$ cat src/rtl/fbc_pkg.sv
// Package for the frustum box cull block: field widths, request codes and
// the packing of the stream payloads. No dependencies.
package fbc_pkg;

  localparam int unsigned VAL_W = 32;            // Q16.16 value width
  localparam int unsigned IDX_W = 3;             // plane_index field width
  localparam int unsigned PROD_W = 2 * VAL_W;    // exact Q32.32 product
  localparam int unsigned ACC_W = PROD_W + 2;    // three products plus aligned d
  localparam int unsigned FRAC_W = 16;           // fraction bits of Q16.16

  // Request kinds carried in tuser.
  localparam logic OP_LOAD = 1'b0;
  localparam logic OP_TEST = 1'b1;

  // Input tdata layout, lowest bit first.
  localparam int unsigned IN_DATA_W = 328;
  localparam int unsigned OFS_IDX = 0;
  localparam int unsigned OFS_A = 3;
  localparam int unsigned OFS_B = 35;
  localparam int unsigned OFS_C = 67;
  localparam int unsigned OFS_D = 99;
  localparam int unsigned OFS_MIN_X = 131;
  localparam int unsigned OFS_MIN_Y = 163;
  localparam int unsigned OFS_MIN_Z = 195;
  localparam int unsigned OFS_MAX_X = 227;
  localparam int unsigned OFS_MAX_Y = 259;
  localparam int unsigned OFS_MAX_Z = 291;

  localparam int unsigned OUT_DATA_W = 8;

  // Axis step codes of the sequencer.
  localparam logic [1:0] STEP_X = 2'd0;
  localparam logic [1:0] STEP_Y = 2'd1;
  localparam logic [1:0] STEP_Z = 2'd2;
  localparam logic [1:0] STEP_SUM = 2'd3;

endpackage

$ cat src/rtl/frustum_box_cull.sv
// Frustum box cull top level: six-plane visibility test of an axis-aligned box.
// Depends on fbc_pkg for widths, request codes and payload layout.
//
// A load request produces no result.
// A test request steps through X, Y, Z and SUM for each plane on one shared
// 32x32 multiplier and adder and stops at the first plane that culls, or after
// the last of the NUM_PLANES planes.
// The block takes no new request until the result has been taken.
// Synchronous reset clears all planes to zero, so every box is visible.
module frustum_box_cull #(
  parameter int NUM_PLANES = 6
) (
  input  logic                              clk,
  input  logic                              rst,
  input  logic                              s_tvalid,
  output logic                              s_tready,
  // plane_index, coef_a, coef_b, coef_c, coef_d, min_x, min_y, min_z,
  // max_x, max_y, max_z (lowest bit up), zero padded
  input  logic [fbc_pkg::IN_DATA_W-1:0]     s_tdata,
  // operation
  input  logic                              s_tuser,
  output logic                              m_tvalid,
  input  logic                              m_tready,
  // visible, zero padded
  output logic [fbc_pkg::OUT_DATA_W-1:0]    m_tdata
);

  localparam int PIDX_W = (NUM_PLANES > 1) ? $clog2(NUM_PLANES) : 1;
  localparam int VW = fbc_pkg::VAL_W;
  localparam int PW = fbc_pkg::PROD_W;

  localparam logic [1:0] ST_IDLE = 2'd0;
  localparam logic [1:0] ST_RUN  = 2'd1;
  localparam logic [1:0] ST_DONE = 2'd2;

  logic [1:0] state;

  logic [VW-1:0] plane_a [NUM_PLANES];
  logic [VW-1:0] plane_b [NUM_PLANES];
  logic [VW-1:0] plane_c [NUM_PLANES];
  logic [VW-1:0] plane_d [NUM_PLANES];

  // Box corners sorted per axis at acceptance: lo is the smaller component.
  logic signed [VW-1:0] lo_x, lo_y, lo_z, hi_x, hi_y, hi_z;

  logic [PIDX_W-1:0] pcnt;
  logic [1:0]        step;
  logic signed [fbc_pkg::PROD_W-1:0] prod;
  logic signed [fbc_pkg::ACC_W-1:0]  acc;
  logic visible;

  logic in_fire, out_fire;
  logic [4:0] idx5;
  logic idx_ok;
  logic signed [VW-1:0] in_min_x, in_min_y, in_min_z, in_max_x, in_max_y, in_max_z;
  logic signed [VW-1:0] mul_coef, mul_coord;
  logic signed [fbc_pkg::ACC_W-1:0] d_aligned, prod_ext, sum;
  logic last_plane;

  assign s_tready = (state == ST_IDLE);
  assign in_fire  = s_tvalid && s_tready;
  assign out_fire = m_tvalid && m_tready;
  assign m_tvalid = (state == ST_DONE);
  assign m_tdata  = {{(fbc_pkg::OUT_DATA_W-1){1'b0}}, visible};

  assign idx5   = {2'b00, s_tdata[fbc_pkg::OFS_IDX +: fbc_pkg::IDX_W]};
  assign idx_ok = (idx5 < 5'(NUM_PLANES));

  assign in_min_x = s_tdata[fbc_pkg::OFS_MIN_X +: VW];
  assign in_min_y = s_tdata[fbc_pkg::OFS_MIN_Y +: VW];
  assign in_min_z = s_tdata[fbc_pkg::OFS_MIN_Z +: VW];
  assign in_max_x = s_tdata[fbc_pkg::OFS_MAX_X +: VW];
  assign in_max_y = s_tdata[fbc_pkg::OFS_MAX_Y +: VW];
  assign in_max_z = s_tdata[fbc_pkg::OFS_MAX_Z +: VW];

  // The corner that maximizes a*x+b*y+c*z+d picks, per axis, the larger
  // coordinate for a non-negative coefficient and the smaller otherwise.
  // All eight corners lie below the plane exactly when that corner does.
  always_comb begin
    mul_coef  = plane_a[pcnt];
    mul_coord = plane_a[pcnt][VW-1] ? lo_x : hi_x;
    case (step)
      fbc_pkg::STEP_Y: begin
        mul_coef  = plane_b[pcnt];
        mul_coord = plane_b[pcnt][VW-1] ? lo_y : hi_y;
      end
      fbc_pkg::STEP_Z: begin
        mul_coef  = plane_c[pcnt];
        mul_coord = plane_c[pcnt][VW-1] ? lo_z : hi_z;
      end
      default: begin
        mul_coef  = plane_a[pcnt];
        mul_coord = plane_a[pcnt][VW-1] ? lo_x : hi_x;
      end
    endcase
  end

  assign d_aligned = {{(fbc_pkg::ACC_W-VW-fbc_pkg::FRAC_W){plane_d[pcnt][VW-1]}},
                      plane_d[pcnt], {fbc_pkg::FRAC_W{1'b0}}};
  assign prod_ext  = {{(fbc_pkg::ACC_W-fbc_pkg::PROD_W){prod[fbc_pkg::PROD_W-1]}}, prod};
  assign sum       = acc + prod_ext;
  assign last_plane = (pcnt == PIDX_W'(NUM_PLANES - 1));

  always_ff @(posedge clk) begin
    if (rst) begin
      state   <= ST_IDLE;
      pcnt    <= '0;
      step    <= fbc_pkg::STEP_X;
      visible <= 1'b1;
      for (int i = 0; i < NUM_PLANES; i++) begin
        plane_a[i] <= '0;
        plane_b[i] <= '0;
        plane_c[i] <= '0;
        plane_d[i] <= '0;
      end
    end else begin
      unique case (state)
        ST_IDLE: begin
          if (in_fire) begin
            if (s_tuser == fbc_pkg::OP_TEST) begin
              state   <= ST_RUN;
              pcnt    <= '0;
              step    <= fbc_pkg::STEP_X;
              visible <= 1'b1;
            end else if (idx_ok) begin
              plane_a[idx5[PIDX_W-1:0]] <= s_tdata[fbc_pkg::OFS_A +: VW];
              plane_b[idx5[PIDX_W-1:0]] <= s_tdata[fbc_pkg::OFS_B +: VW];
              plane_c[idx5[PIDX_W-1:0]] <= s_tdata[fbc_pkg::OFS_C +: VW];
              plane_d[idx5[PIDX_W-1:0]] <= s_tdata[fbc_pkg::OFS_D +: VW];
            end
          end
        end
        ST_RUN: begin
          step <= step + 2'd1;
          if (step == fbc_pkg::STEP_SUM) begin
            if (sum[fbc_pkg::ACC_W-1]) begin
              visible <= 1'b0;
              state   <= ST_DONE;
            end else if (last_plane) begin
              state <= ST_DONE;
            end else begin
              pcnt <= pcnt + PIDX_W'(1);
            end
          end
        end
        ST_DONE: begin
          if (out_fire) begin
            state <= ST_IDLE;
          end
        end
        default: begin
          state <= ST_IDLE;
        end
      endcase
    end
  end

  // Datapath: sorted box corners, product register and accumulator, no reset needed.
  always_ff @(posedge clk) begin
    if (in_fire) begin
      lo_x <= (in_min_x < in_max_x) ? in_min_x : in_max_x;
      hi_x <= (in_min_x < in_max_x) ? in_max_x : in_min_x;
      lo_y <= (in_min_y < in_max_y) ? in_min_y : in_max_y;
      hi_y <= (in_min_y < in_max_y) ? in_max_y : in_min_y;
      lo_z <= (in_min_z < in_max_z) ? in_min_z : in_max_z;
      hi_z <= (in_min_z < in_max_z) ? in_max_z : in_min_z;
    end
    if (state == ST_RUN) begin
      prod <= PW'(mul_coef) * PW'(mul_coord);
      if (step == fbc_pkg::STEP_X) begin
        acc <= d_aligned;
      end else begin
        acc <= sum;
      end
    end
  end

  a_no_overlap: assert property (@(posedge clk) disable iff (rst)
    !(s_tready && m_tvalid))
    else $error("input and output handshakes open together");

  a_test_starts: assert property (@(posedge clk) disable iff (rst)
    (in_fire && s_tuser == fbc_pkg::OP_TEST) |=> (state == ST_RUN && pcnt == '0))
    else $error("test request did not start the plane sweep");

  a_load_no_result: assert property (@(posedge clk) disable iff (rst)
    (in_fire && s_tuser == fbc_pkg::OP_LOAD) |=> (state == ST_IDLE))
    else $error("load request left the idle state");

  a_pcnt_range: assert property (@(posedge clk) disable iff (rst)
    (state == ST_RUN) |-> (pcnt <= PIDX_W'(NUM_PLANES - 1)))
    else $error("plane counter beyond the last plane");

  a_cull_ends: assert property (@(posedge clk) disable iff (rst)
    (state == ST_RUN && step == fbc_pkg::STEP_SUM && sum[fbc_pkg::ACC_W-1])
      |=> (state == ST_DONE && !visible))
    else $error("culling plane did not end the test");

endmodule

$ cat config.mk
export PLATFORM = sky130hd
export DESIGN_NAME = frustum_box_cull
export DESIGN_NICKNAME = d
export VERILOG_FILES = /design/src/rtl/fbc_pkg.sv /design/src/rtl/frustum_box_cull.sv
export SDC_FILE = /design/constraint.sdc
export NUM_CORES = 2
export LEC_CHECK = 0
export ABC_AREA = 1
export BUFFER_PORTS_ARGS = -buffer_cell sky130_fd_sc_hd__buf_2
export CORE_MARGIN = 4
export CORE_UTILIZATION = 57
export CTS_BUF_LIST = sky130_fd_sc_hd__clkbuf_2 sky130_fd_sc_hd__clkbuf_4 sky130_fd_sc_hd__clkbuf_8
export CTS_CLUSTER_DIAMETER = 40
export DETAILED_ROUTE_END_ITERATION = 10
export MAX_ROUTING_LAYER = met4
export PLACE_DENSITY = 0.74
export SYNTH_ARGS = -nofsm -noshare
export SYNTH_HDL_FRONTEND = slang
export SYNTH_SLANG_ARGS = --single-unit
$ cat constraint.sdc
create_clock -name clk -period 28.3 [get_ports clk]
set_input_delay 5.66 -clock clk [delete_from_list [all_inputs] [get_ports clk]]
set_output_delay 5.66 -clock clk [all_outputs]
set_load 0.01 [all_outputs]
# == Word level (Yosys, flattened, before mapping) ==
# Memories as Yosys holds them, arrays and structs flattened. A register that Yosys moved wholly into a read port is not among the register bits.
# Index checks and enable logic that the tools add are counted.
# totals
reg_bits,330
ram_bits,768
memories,4
# classes
addsub,3
mul,1
n_lt_le_gt_ge,4
n_eq_ne,14
n_mux,61
n_reduce_logical,13
# memory_table
memory,depth,word_bits,read_ports,rd_ports_with_merged_regs,write_ports,line,source
plane_a,6,32,1,1,6,frustum_box_cull.sv:38,logic [VW-1:0] plane_a [NUM_PLANES];
plane_b,6,32,1,1,6,frustum_box_cull.sv:39,logic [VW-1:0] plane_b [NUM_PLANES];
plane_c,6,32,1,1,6,frustum_box_cull.sv:40,logic [VW-1:0] plane_c [NUM_PLANES];
plane_d,6,32,1,1,6,frustum_box_cull.sv:41,logic [VW-1:0] plane_d [NUM_PLANES];
# op_table
op,n
$mux W32,13
$pmux W32 S2,2
$reduce_or A32 Y1,4
$lt A32 B32 Y1,3
$add A66 B64 Y66,1
$mux W66,1
$mul A32 B32 Y64,1
$mux W3,17
$mux W1,16
$mux W2,8
$reduce_and A5 Y1,2
$ne A2 B2 Y1 const B,4
$eq A2 B2 Y1 const B,3
$ne A2 B1 Y1 const B,3
$pmux W2 S3,1
$pmux W3 S2,1
$reduce_and A6 Y1,1
$eq A2 B1 Y1 const B,2
$logic_not A2 Y1,2
$pmux W2 S2,1
$add A3 B1 Y3 const B,1
$eq A3 B3 Y1 const B,1
$lt A3 B3 Y1 const B,1
$ne A3 B3 Y1 const B,1
other kinds (5),6

# == Longest topological paths before layout ==
# depth
ltp_word,9
mapped_depth,42

# == Worst setup path before layout ==
# Ideal clock, no wire load.
# synth_path
kind,in2reg
from,input s_tvalid
to,register (tool-made name)
setup_time_ps,77
t_arrival_ps,15341
required_time_ps,28223
path_slack_ps,12882
cell_stages,6
path_buffers,0
path_cell_list,inv_1 > nor2_1 > nand2_1 > nand2_1 > nand2_1 > a21oi_1
# synth_lines
element,line,source
"start, declared",frustum_box_cull.sv:15,"input logic s_tvalid,"

==> reports/results.ini <==
[clock_network]
cts_setup_buffers = 0
cts-resized-gates = 0
htreeDepth = 4
cts.sinks = 1357
cts_tree = done
insertion_delay_ps = 1010
ctsHoldBuffers = 0
cts_made_buffers = 230
cts_root_buf = clkbuf_8
path_clk_slew_ps = 60
cts.path.max_buffers = 3

[synth]
synth-edff-count = 1346
synth_area_mm2 = 0.102
syn_inst = 10689
synthXorXnorAreaFrac = 0.00704
ys.flop_type = edfxtp_1
synth_compound_area_frac = 0.0933
postSynthAreaPerCell_um2 = 9.55
yosysWarnings = 0
synth_top_family_by_area = adder cells
synth-seq-cells = 1357
synthMuxAreaShare = 0
postSynth.asyncResetShare = 0
ys_seq_area_frac = 0.398
netlist-cell-type-count = 66
synthAdderAreaFrac = 0.255
yosys.area_share.simple = 0.153

[critical_path]
start_kind = flop
r2r_slack_ps = 15820
reg2reg_depth = 32
crit_arrival_ps = 13260
cp-end-kind = flop
max_stage_delay_ps = 840
crit_slowest_cell = inv_1
crit_end = prod[41]
cp_max_fo = 83
r2r_end = prod[41]
critPathRequiredTime_ps = 29080
cpMostUsedCell = fa_1
crit_type = reg2reg

[floorplan]
die_w_um = 431
ios = 343
initial_core_util = 0.573
die_area_mm2 = 0.186
core_area_mm2 = 0.178
die_h_um = 431
core.rowCount = 155

[routing]
ant_nets = 0
wl_per_cell_um = 22.8
routed.top_layer = met4
via_count = 78540
drt_iter0_drc = 7784
wl_met1_um = 118000
dr.pass1.iters = 6
wl_met3_um = 31000
drt-total-wl_um = 310000
drcViolationCount = 0
dr_wl_met2_um = 144000
vias_per_cell = 5.76

[global_routing]
grt_max_degree = 185
gr-total-overflow = 0
grt_pass1_vias = 80587
grt_usage = 0.344
grt_pass1_wl_um = 470000
antenna_found_initial = 27

[run]
drv_cap = 0

[layout]
layout_common_cells = 2005 x nor2_1, 1626 x inv_1, 1604 x nand2_1
final_common_cell = nor2_1
fin_nets = 12834
areaGrowthSynthToFinish_pct = 8.16
final_layout_size_suffix_gt1_frac = 0.0890
nFillCells = 14658

[placed_design]
portBuffers = 330
gp_congestion = 1.00
pre_cts_ws_ps = 16000
place_hpwl_um = 217000

[sta]
min_period_over_period = 0.441
fin_ws_ps = 15820
slew_headroom = 0.206
grt_setup_unrepaired = false
hold_viol = 0
fin_skew_ps = 102
fmax_mhz = 80.1
min_period_ps = 12480
fin_tns_setup_ps = 0
setup_violations = 0
finalMaxSlewViolations = 0
worst_pin_slew_ps = 1190

[run_status]
status = completed

[min_path]
hold_path_class = reg2reg

-- layout make-up --
type,instances,area [um^2],share of cell area
inverters,1689,6370,0.0577
clock buffers,318,3860,0.0350
flip-flops and latches,1357,40700,0.368
clock inverters,97,890,0.00806
multi-input cells,7361,53100,0.481
well taps,2355,2950,0.0267
repair buffers,431,2500,0.0226
diodes,31,77.6,0.000703
-- registers in the layout, indices dropped and copies added (netlist names), named ones only --
signal and cells:
plane_a 256, plane_b 256, plane_c 256, plane_d 256, acc 66, prod 64
hi_x 32, hi_y 32, hi_z 32, lo_x 32, lo_y 32, lo_z 32
pcnt 3, state 2, step 2, visible 1
-- Yosys cell counts, types with 19 or more instances --
cell type  instances  area, um^2
a21o_1            23         173
a21oi_1          381        1910
a22oi_1           30         225
a31oi_1           19         119
buf_2            215        1080
buf_4             86         646
buf_6             57         642
clkbuf_1         168         631
edfxtp_1        1346       40400
fa_1            1083       21700
ha_1             348        4350
inv_1           1628        6110
inv_2             58         218
nand2_1         1621        6080
nand2_2           26         163
nand3_1          204        1020
nand4_1           21         131
nor2_1          2007        7530
nor2_2            25         156
nor3_1            30         150
o211ai_1         128         961
o211ai_2          23         288
o21ai_0          660        3300
o21ai_1           39         195
o221ai_1          99         867
o22ai_1           97         607
o311ai_1          29         254
xnor2_1           34         298
xor2_1            48         420
-- critical path: cells and delay by family, from the launching register on --
kind / cells / cell delay (ps)
fa+ha+maj: 9 / 4410
xor+xnor: 1 / 330
buf+inv: 8 / 3420
simple gates: 6 / 830
compound gates: 8 / 2300
flops: 1 / 800
-- cells by family after synthesis --
logic type / after synthesis
DFF: 1357
other: 1
and+or+nand+nor: 3983
buffers and inverters: 2233
xor gates and xnor gates: 82
AOI/OAI and AO/OA: 1602
adders and majority gates: 1431
-- through the flow --
| step | util | instance area, um^2 | hold slack, ps | instances |
|---|---|---|---|---|
| 2_1_floorplan | - | 103000 | 431 | 10951 |
| 3_3_place_gp | 0.592 | 106000 | 471 | 13193 |
| 3_5_place_dp | 0.592 | 106000 | 490 | 13193 |
| 4_1_cts | 0.619 | 110000 | 495 | 13608 |
| 5_1_grt | 0.619 | 110000 | 499 | 13635 |
| 6_report | 0.619 | 110000 | 495 | 13639 |
-- metal layers --
| metal | track usage | vias to the layer above |
|---|---|---|
| met2 | 0.532 | 3887 |
| met4 | 0.174 | 0 |
| met5 | - | - |
| li1 | - | 34916 |
| met3 | 0.0766 | 828 |
| met1 | 0.431 | 38909 |
-- worst min path at each step --
stage / startpoint / cells after the start / end
after floorplan: visible / 2 / visible
after global placement: visible / 2 / visible
after detailed placement: visible / 2 / visible
after CTS: visible / 2 / visible
after global routing: visible / 2 / visible
final: visible / 2 / visible
Power is not shown: default switching activity piles up to over one toggle a cycle in this logic, so the estimate is an artifact.
